<file path="src/rtl/gps_pkg.sv">
// Shared types, constants and byte tables for the gamepad poll sequencer.
// No dependencies; imported by every module of the block.
`default_nettype none

package gps_pkg;

    // Frame geometry
    localparam int FRAME_BYTES = 21;
    localparam int POS_W       = $clog2(FRAME_BYTES + 1);
    localparam int ST_IDX_W    = $clog2(FRAME_BYTES);

    // Fixed string lengths and frame byte positions
    localparam logic [POS_W-1:0] ENTER_LEN   = POS_W'(5);
    localparam logic [POS_W-1:0] CFG_LEN     = POS_W'(9);
    localparam logic [POS_W-1:0] SHORT_FRAME = POS_W'(9);
    localparam logic [POS_W-1:0] FULL_FRAME  = POS_W'(FRAME_BYTES);
    localparam logic [POS_W-1:0] MODE_KNOWN  = POS_W'(2);
    localparam int MODE_BYTE   = 1;
    localparam int BTN_LO_BYTE = 3;
    localparam int BTN_HI_BYTE = 4;

    localparam logic [7:0]  MODE_FULL   = 8'h79;
    localparam logic [15:0] LIMIT_RESET = 16'd1500;

    typedef enum logic [1:0] {
        CMD_TICK = 2'd0,
        CMD_POLL = 2'd1,
        CMD_XCHG = 2'd2,
        CMD_READ = 2'd3
    } t_cmd;

    typedef enum logic [2:0] {
        PH_IDLE    = 3'd0,
        PH_ENTER   = 3'd1,
        PH_SETMODE = 3'd2,
        PH_EXIT    = 3'd3,
        PH_POLL    = 3'd4
    } t_phase;

    typedef struct packed {
        logic [1:0] cmd;
        logic [7:0] rx_byte;
        logic [4:0] index;
    } t_in_item;

    typedef struct packed {
        logic [7:0]  tx_byte;
        logic        attention;
        logic        release_after;
        logic        frame_done;
        logic [15:0] held_mask;
        logic [15:0] pressed_mask;
        logic [15:0] released_mask;
        logic [7:0]  mode_id;
        logic [7:0]  read_data;
    } t_out_item;

    // Length of the string that the phase sends; poll length follows the mode byte
    function automatic logic [POS_W-1:0] phase_len(t_phase ph, logic [POS_W-1:0] pos,
                                                   logic [7:0] mode);
        logic [POS_W-1:0] len;
        unique case (ph)
            PH_ENTER:           len = ENTER_LEN;
            PH_SETMODE, PH_EXIT: len = CFG_LEN;
            PH_POLL:            len = (pos >= MODE_KNOWN && mode == MODE_FULL) ?
                                      FULL_FRAME : SHORT_FRAME;
            default:            len = '0;
        endcase
        return len;
    endfunction

    // Command byte pending at a given position of each string
    function automatic logic [7:0] pending_byte(t_phase ph, logic [POS_W-1:0] pos);
        logic [7:0] b;
        b = 8'h00;
        unique case (ph)
            PH_ENTER: begin
                if (pos == POS_W'(0))      b = 8'h01;
                else if (pos == POS_W'(1)) b = 8'h43;
                else if (pos == POS_W'(3)) b = 8'h01;
            end
            PH_SETMODE: begin
                if (pos == POS_W'(0))      b = 8'h01;
                else if (pos == POS_W'(1)) b = 8'h44;
                else if (pos == POS_W'(3)) b = 8'h01;
                else if (pos == POS_W'(4)) b = 8'h03;
            end
            PH_EXIT: begin
                if (pos == POS_W'(0))      b = 8'h01;
                else if (pos == POS_W'(1)) b = 8'h43;
                else if (pos >= POS_W'(4) && pos < CFG_LEN) b = 8'h5A;
            end
            PH_POLL: begin
                if (pos == POS_W'(0))      b = 8'h01;
                else if (pos == POS_W'(1)) b = 8'h42;
            end
            default: b = 8'h00;
        endcase
        return b;
    endfunction

endpackage

`default_nettype wire

</file>
<file path="src/rtl/gamepad_poll_sequencer_unit.sv">
// Top level of the gamepad poll sequencer: core state logic and result buffer.
// Depends on gps_pkg, gps_core and gps_out_buf.
//
// Usage:
//   Input channel (i_in_valid / o_in_stall / i_in_data) carries one command
//   per transfer: ms tick, start poll, byte exchanged (with rx_byte), or frame
//   byte read (with index). Every accepted item yields exactly one result on
//   the output channel (o_out_valid / i_out_stall / o_out_data): the next byte
//   to shift out, select control, frame completion, button masks, mode byte
//   and read data.
//   Each result is registered in gps_out_buf after its input transfer; one
//   item per cycle is sustained while o_in_stall is low, set by the state
//   update in gps_core. When the receiver stalls, one further result is held
//   in a skid entry; o_in_stall rises only when that entry is occupied and
//   drops the cycle after the output is taken.
//   The reconfiguration limit is written through i_cfg_we / i_cfg_wdata; the
//   user must do so only while the block is idle, which it does not enforce.
//   Synchronous reset returns the sequencer to idle, clears the frame store,
//   button history and ms counter, sets the limit to 1500, and empties the
//   result buffer.
`default_nettype none

module gamepad_poll_sequencer_unit (
    input  wire logic               i_clk,
    input  wire logic               i_rst_n,
    input  wire logic               i_in_valid,
    output logic                    o_in_stall,
    input  wire gps_pkg::t_in_item  i_in_data,
    output logic                    o_out_valid,
    input  wire logic               i_out_stall,
    output gps_pkg::t_out_item      o_out_data,
    input  wire logic               i_cfg_we,
    input  wire logic [15:0]        i_cfg_wdata
);
    import gps_pkg::*;

    logic      in_xfer;
    t_out_item result;

    assign in_xfer = i_in_valid && !o_in_stall;

    gps_core u_core (
        .i_clk       (i_clk),
        .i_rst_n     (i_rst_n),
        .i_accept    (in_xfer),
        .i_item      (i_in_data),
        .i_cfg_we    (i_cfg_we),
        .i_cfg_wdata (i_cfg_wdata),
        .o_result    (result)
    );

    gps_out_buf u_out_buf (
        .i_clk   (i_clk),
        .i_rst_n (i_rst_n),
        .i_push  (in_xfer),
        .i_data  (result),
        .o_full  (o_in_stall),
        .o_valid (o_out_valid),
        .o_data  (o_out_data),
        .i_stall (i_out_stall)
    );

    // Skid entry only fills behind a held output
    a_stall_needs_out: assert property (@(posedge i_clk) disable iff (!i_rst_n)
        o_in_stall |-> o_out_valid)
        else $error("input stalled with no result pending");

    // Taking the output frees the skid entry
    a_stall_clears: assert property (@(posedge i_clk) disable iff (!i_rst_n)
        (o_in_stall && !i_out_stall) |=> !o_in_stall)
        else $error("skid entry not drained after output transfer");

    // Frame completion returns to idle with select released
    a_done_idle: assert property (@(posedge i_clk) disable iff (!i_rst_n)
        (o_out_valid && o_out_data.frame_done) |-> !o_out_data.attention)
        else $error("frame done while select still asserted");

    // Release flag only on a pending byte
    a_release_busy: assert property (@(posedge i_clk) disable iff (!i_rst_n)
        (o_out_valid && o_out_data.release_after) |-> o_out_data.attention)
        else $error("release flagged while idle");

endmodule

`default_nettype wire

</file>
<file path="src/rtl/gps_core.sv">
// Sequencer state, frame store and per-item result logic.
// Depends on gps_pkg.
`default_nettype none

module gps_core (
    input  wire logic               i_clk,
    input  wire logic               i_rst_n,
    input  wire logic               i_accept,
    input  wire gps_pkg::t_in_item  i_item,
    input  wire logic               i_cfg_we,
    input  wire logic [15:0]        i_cfg_wdata,
    output gps_pkg::t_out_item      o_result
);
    import gps_pkg::*;

    t_phase           r_phase, n_phase;
    logic [POS_W-1:0] r_pos, n_pos;
    logic [7:0]       r_store [FRAME_BYTES];
    logic [7:0]       n_store [FRAME_BYTES];
    logic [15:0]      r_elapsed, n_elapsed;
    logic [15:0]      r_raw, n_raw;
    logic [15:0]      r_prev, n_prev;
    logic [15:0]      r_limit;

    logic [POS_W-1:0] pos_inc;
    logic [POS_W-1:0] out_len;
    logic [7:0]       rd;
    logic             done;
    logic             busy;
    logic [15:0]      chg;

    // Next state for the item at the input
    always_comb begin
        n_phase   = r_phase;
        n_pos     = r_pos;
        n_store   = r_store;
        n_elapsed = r_elapsed;
        n_raw     = r_raw;
        n_prev    = r_prev;
        done      = 1'b0;
        rd        = 8'h00;
        pos_inc   = r_pos + POS_W'(1);
        unique case (t_cmd'(i_item.cmd))
            CMD_TICK: begin
                if (r_elapsed != 16'hFFFF) n_elapsed = r_elapsed + 16'd1;
            end
            CMD_POLL: begin
                if (r_phase == PH_IDLE) begin
                    n_pos = '0;
                    if (r_elapsed > r_limit) begin
                        n_phase = PH_ENTER;
                    end else begin
                        n_phase = PH_POLL;
                        n_prev  = r_raw;
                    end
                end
            end
            CMD_XCHG: begin
                if (r_phase != PH_IDLE) begin
                    if (r_phase == PH_POLL && r_pos < FULL_FRAME)
                        n_store[r_pos[ST_IDX_W-1:0]] = i_item.rx_byte;
                    n_pos = pos_inc;
                    if (pos_inc >= phase_len(r_phase, pos_inc, n_store[MODE_BYTE])) begin
                        n_pos = '0;
                        priority case (r_phase)
                            PH_ENTER:   n_phase = PH_SETMODE;
                            PH_SETMODE: n_phase = PH_EXIT;
                            PH_EXIT: begin
                                n_phase = PH_POLL;
                                n_prev  = r_raw;
                            end
                            default: begin
                                n_raw     = {n_store[BTN_HI_BYTE], n_store[BTN_LO_BYTE]};
                                n_elapsed = '0;
                                n_phase   = PH_IDLE;
                                done      = 1'b1;
                            end
                        endcase
                    end
                end
            end
            CMD_READ: begin
                if (int'(i_item.index) < FRAME_BYTES)
                    rd = r_store[i_item.index[ST_IDX_W-1:0]];
            end
            default: ;
        endcase
    end

    // Result as seen after the item
    always_comb begin
        busy    = (n_phase != PH_IDLE);
        out_len = phase_len(n_phase, n_pos, n_store[MODE_BYTE]);
        chg     = n_prev ^ n_raw;
        o_result.tx_byte       = busy ? pending_byte(n_phase, n_pos) : 8'h00;
        o_result.attention     = busy;
        o_result.release_after = busy && ((n_pos + POS_W'(1)) == out_len);
        o_result.frame_done    = done;
        o_result.held_mask     = ~n_raw;
        o_result.pressed_mask  = chg & ~n_raw;
        o_result.released_mask = chg & ~n_prev;
        o_result.mode_id       = n_store[MODE_BYTE];
        o_result.read_data     = rd;
    end

    // State registers
    always_ff @(posedge i_clk) begin
        if (!i_rst_n) begin
            r_phase   <= PH_IDLE;
            r_pos     <= '0;
            r_elapsed <= '0;
            r_raw     <= '0;
            r_prev    <= '0;
            for (int i = 0; i < FRAME_BYTES; i++) r_store[i] <= 8'h00;
        end else if (i_accept) begin
            r_phase   <= n_phase;
            r_pos     <= n_pos;
            r_elapsed <= n_elapsed;
            r_raw     <= n_raw;
            r_prev    <= n_prev;
            r_store   <= n_store;
        end
    end

    // Reconfiguration limit register
    always_ff @(posedge i_clk) begin
        if (!i_rst_n) begin
            r_limit <= LIMIT_RESET;
        end else if (i_cfg_we) begin
            r_limit <= i_cfg_wdata;
        end
    end

endmodule

`default_nettype wire

</file>
<file path="src/rtl/gps_out_buf.sv">
// Result register with one skid entry, so the input side can take one more
// item while the receiver stalls. Depends on gps_pkg.
`default_nettype none

module gps_out_buf (
    input  wire logic               i_clk,
    input  wire logic               i_rst_n,
    input  wire logic               i_push,
    input  wire gps_pkg::t_out_item i_data,
    output logic                    o_full,
    output logic                    o_valid,
    output gps_pkg::t_out_item      o_data,
    input  wire logic               i_stall
);
    import gps_pkg::*;

    logic      r_out_valid, n_out_valid;
    logic      r_skid_valid, n_skid_valid;
    t_out_item r_out, n_out;
    t_out_item r_skid, n_skid;
    logic      out_free;

    // Refill the output register from skid first, then from the push
    always_comb begin
        out_free     = !r_out_valid || !i_stall;
        n_out_valid  = r_out_valid;
        n_skid_valid = r_skid_valid;
        n_out        = r_out;
        n_skid       = r_skid;
        if (out_free) begin
            if (r_skid_valid) begin
                n_out        = r_skid;
                n_out_valid  = 1'b1;
                n_skid_valid = 1'b0;
            end else begin
                n_out       = i_data;
                n_out_valid = i_push;
            end
        end else if (i_push) begin
            n_skid       = i_data;
            n_skid_valid = 1'b1;
        end
    end

    always_ff @(posedge i_clk) begin
        if (!i_rst_n) begin
            r_out_valid  <= 1'b0;
            r_skid_valid <= 1'b0;
        end else begin
            r_out_valid  <= n_out_valid;
            r_skid_valid <= n_skid_valid;
        end
    end

    always_ff @(posedge i_clk) begin
        r_out  <= n_out;
        r_skid <= n_skid;
    end

    assign o_full  = r_skid_valid;
    assign o_valid = r_out_valid;
    assign o_data  = r_out;

endmodule

`default_nettype wire

</file>
<file path="config.mk">
export PLATFORM = sky130hd
export DESIGN_NAME = gamepad_poll_sequencer_unit
export DESIGN_NICKNAME = d
export VERILOG_FILES = /design/src/rtl/gps_pkg.sv /design/src/rtl/gamepad_poll_sequencer_unit.sv /design/src/rtl/gps_core.sv /design/src/rtl/gps_out_buf.sv
export SDC_FILE = /design/constraint.sdc
export NUM_CORES = 1
export LEC_CHECK = 0
export ABC_AREA = 1
export BUFFER_PORTS_ARGS = -buffer_cell sky130_fd_sc_hd__buf_2
export CAP_MARGIN = 25
export CORE_AREA = 5 5 258 160
export CTS_CLUSTER_SIZE = 10
export DETAILED_ROUTE_END_ITERATION = 7
export DIE_AREA = 0 0 263 165
export PLACE_DENSITY_LB_ADDON = 0.12
export SLEW_MARGIN = 0
export SYNTH_ARGS = -nofsm -noshare
export SYNTH_HDL_FRONTEND = slang
export SYNTH_SLANG_ARGS = --single-unit
export TNS_END_PERCENT = 100
</file>
<file path="constraint.sdc">
create_clock -name i_clk -period 15.15 [get_ports i_clk]
set_input_delay 2.2725 -clock i_clk [delete_from_list [all_inputs] [get_ports i_clk]]
set_output_delay 2.2725 -clock i_clk [all_outputs]
set_load 0.005 [all_outputs]
</file>
==> flow_summary.yaml, run 1 <==
run_status:
  status: "complete, no violations"
layout:
  syn2layout_area_growth_pct: 10.9
  final_cells: 2981
  fin_area_um2: 20700
  antenna_cells: 0
  fill_cells: 3672
  nets: 2505
  utilization: 0.537
  drive_above_1_share: 0.0960
critical_path:
  critical_path.most_common_cell: "nand2_1"
  arrival_ps: 6510
  max_stage_delay_ps: 320
  required_ps: 15480
  setup.worst_path.end_class: "flip-flop"
  cpLargestDelayFamily: "simple AND/OR/NAND/NOR gates"
  critPathMaxFanout: 19
  path_buf_inv: 5
  crit_path_top_delay_cell: "buf_2"
  critPathKind: "in -> reg"
  cp-start-kind: "input pin"
synthesis:
  avgSynthCellArea_um2: 7.75
  ys_ff_latch: 386
  synthTopCellsByCount: "419 x nand2_1, 374 x o21ai_0, 370 x a21oi_1, 333 x inv_1, 242 x dfxtp_1"
  synthTopCellsByArea: "dfxtp_1 26%, edfxtp_1 23%, o21ai_0 10%, a21oi_1 9.9%, nand2_1 8.4%"
  synth.most_common_cell: "nand2_1"
  yosysTopAreaCell: "dfxtp_1"
  post_synth_inst_count: 2404
  ys.flop_type: "dfxtp_1"
  synth-async-reset-ratio: 0
  yosysSeqAreaShare: 0.492
  synth_top_cell_area_share: 0.260
  ys_types: 52
  synth-edff-count: 144
  synth_warnings: 0
  synthesis.area_um2: 18600
min_path:
  min_path_type: "reg -> reg"
die:
  dieArea_um2: 43400
  fp.dieH_um: 165
  core_um2: 38500
  floorplan.initialDensity: 0.485
  placement_rows: 56
  die_w_um: 263
  io_pins: 113
timing:
  setup_viol: 0
  layout_min_cycle_time_ps: 6180
  fmax_mhz: 162
  hold_viol: 0
  tightestPinTransition_ps: 1030
  finalCritPeriodShare: 0.408
  drv_slew: 0
  tns_ps: 0
  clock_skew_ps: 13.8
  rsz0062_at_grt: "false"
  slew_headroom: 0.309
clock_network:
  cts.path.max_buffers: 3
  post_cts_buffers: 0
  htree_levels: 2
  cts_made_buffers: 44
  cts-hold-fix-buffers: 0
  clk_pin_slew_worst_paths_ps: 60
  cts_tree: "built"
  cts_root_buf: "clkbuf_16"
  cts-resized-gates: 0
  clock_latency_ps: 570
  cts.sinks: 386
route:
  vias_per_cell: 5.34
  drtIter0Drc: 1455
  detail-route-antenna-nets: 0
  wl_per_cell_um: 16.9
  drcViolationCount: 0
  vias: 15904
  wl_um: 50500
  firstDrtPassIters: 5
placed_design:
  portBuffers: 110
  dp_cells: 2909
  gp_congestion: 0.889
  place_area_um2: 19400
  hpwl_um: 33900
global_route:
  grt_pass1_wl_um: 80400
  grt-ovfl-total: 0
  first_global_vias: 14701
  grt_start_max_net_pins: 120
  grt_usage: 0.227
  grt_antenna_before_repair: 0
pwr:
  power.total_w: 0.00240
  ir_drop_uv: 57.3
  p_leak_nw: 8.38
  power.density_nw_per_um2: 116
job:
  cap_violations: 0
==> flip-flops by register name, summed over array words and instances, names as in the netlist <==
register,flops
u_core.r_pos,5
u_core.r_raw,16
u_core.r_store,168
u_core.r_prev,16
u_core.r_phase,3
u_out_buf.o_data,72
u_core.r_elapsed,16
u_core.r_limit,16
u_out_buf.o_full,1
u_out_buf.r_skid,72
u_out_buf.o_valid,1
==> layout by cell type (no fill, tap or decap), types with 22 or more instances in the layout <==
cell type and count:
nand2_1 418, a21oi_1 370, clkbuf_16 44, nor2_1 112, o21ai_1 24, nand4_1 22
ha_1 33, dfxtp_1 241, clkbuf_1 22, buf_2 109, inv_1 333, edfxtp_1 144
nand3_1 56, o21ai_0 374
==> kinds of logic (layout without fill, tap and decap cells) <==
| family | after synthesis | count (layout) | synth area share |
|---|---|---|---|
| other | 1 | 2 | 0.000201 |
| buffers and inverters | 494 | 548 | 0.102 |
| DFF | 386 | 386 | 0.492 |
| muxes | 1 | 1 | 0.000537 |
| adders and majority gates | 33 | 33 | 0.0222 |
| and+or+nand+nor | 670 | 670 | 0.155 |
| xor gates and xnor gates | 4 | 4 | 0.00188 |
| AOI/OAI and AO/OA | 815 | 815 | 0.226 |
==> layer usage <==
layer  vias up  GRT usage  part of all wire
li1       8050          -                 -
met3        71     0.0479             0.072
met5         -          0                 0
met2       460      0.331              0.41
met4         0     0.0614             0.021
met1      7323      0.344              0.50
==> final timing paths <==
kind                                                 startpoint                              end  slack (ps)  depth (start not counted)
worst min register to register  u_core.r_store[13]$_SDFFE_PN0P_  u_core.r_store[13]$_SDFFE_PN0P_         440                          2
worst max-delay path                              i_in_data[10]   u_out_buf.r_skid[65]$_DFFE_PP_        8970                         29
worst max register to register     u_core.r_pos[2]$_SDFFE_PN0P_   u_out_buf.r_skid[65]$_DFFE_PP_        9730                         29
worst min-delay path            u_core.r_store[13]$_SDFFE_PN0P_  u_core.r_store[13]$_SDFFE_PN0P_         440                          2
==> stage by stage <==
step	hold slack, ps	worst slack (ps)
after floorplan	420	7520
after global placement	429	8330
after detailed placement	433	8210
after CTS	442	8780
after global routing	460	8640
final	439	8970
==> worst min-delay path, delay by kind of cell (launching register included) <==
family                 cells  cell delay (ps)
buffers and inverters      1               40
AO/OA/AOI/OAI              1               50
flip-flops                 1              300
==> power by group <==
group / leakage (nW) / switching, W / internal [W]
Combinational: 4.39 / 0.000204 / 0.0000888
Sequential: 3.40 / 0.0000207 / 0.00113
Clock: 0.589 / 0.000418 / 0.000537
==> cell type report <==
class	instances	area, µm²	share of cell area
tap	522	653	0.0316
clock buffer	66	1180	0.0573
timing repair buffer	124	698	0.0338
clock inverter	3	45.0	0.00218
multi-input combinational	1525	7580	0.367
inverter	355	1340	0.0646
sequential	386	9170	0.444
Note: power is estimated with default switching activity, not from simulation.
==> run 2: changes to the inputs <==
==> constraint.sdc (replaced) <==
create_clock -name i_clk -period 6.2 [get_ports i_clk]
set_input_delay 0.93 -clock i_clk [delete_from_list [all_inputs] [get_ports i_clk]]
set_output_delay 0.93 -clock i_clk [all_outputs]
set_load 0.005 [all_outputs]
==> flow_summary.yaml, run 2 (same netlist as run 1, synthesis figures left out) <==
run_status:
  status: "complete, no violations"
critical_path:
  critPathKind: "reg -> reg"
  setup.worst_path.end_class: "flip-flop"
  critical_path.most_common_cell: "nand2_1"
  cp-start-kind: "flip-flop"
  max_stage_delay_ps: 520
  r2r-start: "u_core.r_pos[0]$_SDFFE_PN0P_"
  crit_path_top_delay_cell: "dfxtp_1"
  cpLargestDelayFamily: "simple AND/OR/NAND/NOR gates"
  critPathMaxFanout: 10
  required_ps: 6510
  startpoint: "u_core.r_pos[0]$_SDFFE_PN0P_"
  arrival_ps: 5590
  path_buf_inv: 3
route:
  vias: 16146
  wl_per_cell_um: 17.4
  drtIter0Drc: 1633
  vias_per_cell: 5.41
  drcViolationCount: 0
  detail-route-antenna-nets: 0
  firstDrtPassIters: 6
  wl_um: 51900
timing:
  clock_skew_ps: 16.5
  hold_viol: 0
  rsz0062_at_grt: "false"
  setup_viol: 0
  layout_min_cycle_time_ps: 5280
  layout_setup_ws_ps: 923
  drv_slew: 0
  slew_headroom: 0.403
  tns_ps: 0
  tightestPinTransition_ps: 895
  hold_slack_ps: 439
  fmax_mhz: 190
  finalCritPeriodShare: 0.851
clock_network:
  clock_latency_ps: 560
  cts.path.max_buffers: 3
  cts.sinks: 386
  cts_root_buf: "clkbuf_16"
  clk_pin_slew_worst_paths_ps: 60
  htree_levels: 2
  cts-resized-gates: 0
  cts_tree: "built"
  cts_made_buffers: 44
  cts-hold-fix-buffers: 0
  post_cts_buffers: 0
die:
  placement_rows: 56
  die_w_um: 263
  io_pins: 113
  dieArea_um2: 43400
  floorplan.initialDensity: 0.485
  fp.dieH_um: 165
  core_um2: 38500
layout:
  mostFrequentLayoutCell: "nand2_1"
  top_register: "u_core.r_store"
  largest_reg_flops: 168
  final_cell_mix: "418 x nand2_1, 374 x o21ai_0, 370 x a21oi_1"
  drive_above_1_share: 0.0979
  syn2layout_area_growth_pct: 10.9
  final_cells: 2983
  antenna_cells: 0
  nets: 2509
global_route:
  grt_pass1_wl_um: 81100
  grt-ovfl-total: 0
  grt_start_max_net_pins: 104
  grt_antenna_before_repair: 0
  grt_usage: 0.231
  first_global_vias: 14723
pwr:
  ir_drop_uv: 174
  power.density_nw_per_um2: 285
  power.total_w: 0.00590
  p_leak_nw: 8.39
job:
  cap_violations: 0
placed_design:
  preCtsSetupSlack_ps: 951
  portBuffers: 110
  hpwl_um: 34700
  gp_congestion: 0.906
  dp_cells: 2915
min_path:
  min_path_type: "reg -> reg"
  holdCritStartpoint: "u_core.r_store[101]$_SDFFE_PN0P_"
-- run 2: changes by cell type in the layout (fill, tap and decap cells not counted) --
cell      previous run  this run
clkinv_1             4         5
clkbuf_8             0         1
buf_8                1         0
buf_4               12        18
buf_12               1         0
clkbuf_1            22        18
-- run 2: per-stage QoR --
| stage | util | instance area [µm²] |
|---|---|---|
| 3_5_place_dp | 0.505 | 19400 |
| 6_report | 0.538 | 20700 |
| 3_3_place_gp | 0.505 | 19400 |
| 4_1_cts | 0.537 | 20700 |
| 5_1_grt | 0.538 | 20700 |
| 2_1_floorplan | - | 18600 |
-- run 2: path summary, 6_finish.rpt --
| check | endpoint | slack (ps) | cells past startpoint |
|---|---|---|---|
| worst min register to register | u_core.r_store[101]$_SDFFE_PN0P_ | 440 | 2 |
| worst min-delay path | u_core.r_store[101]$_SDFFE_PN0P_ | 440 | 2 |
| worst max register to register | u_out_buf.r_skid[65]$_DFFE_PP_ | 920 | 29 |
| worst max-delay path | u_out_buf.r_skid[65]$_DFFE_PP_ | 920 | 29 |
-- run 2: layout make-up --
| type | count | area, µm² |
|---|---|---|
| Fill cell | 3635 | 17800 |
| Clock inverter | 4 | 48.8 |
| Multi-Input combinational cell | 1525 | 7580 |
| Timing Repair Buffer | 128 | 708 |
| Inverter | 355 | 1340 |
| Tap cell | 522 | 653 |
| Sequential cell | 386 | 9170 |
| Clock buffer | 63 | 1180 |
-- run 2: metal layers --
layer	track usage	up-vias	wire length, µm
li1	-	8059	-
met1	0.348	7500	25800
met2	0.342	519	21400
met3	0.0479	66	3820
met4	0.0513	2	877
met5	0.00450	-	32
-- run 2: worst min-delay path, cell delays in order (launching register included) --
cell and delay, ps:
dfxtp_1 300, inv_1 40, a21oi_1 50
-- run 2: report_power, final --
part	internal [W]	switching (W)
clock network	0.00132	0.00103
registers	0.00276	0.0000514
logic	0.000221	0.000508
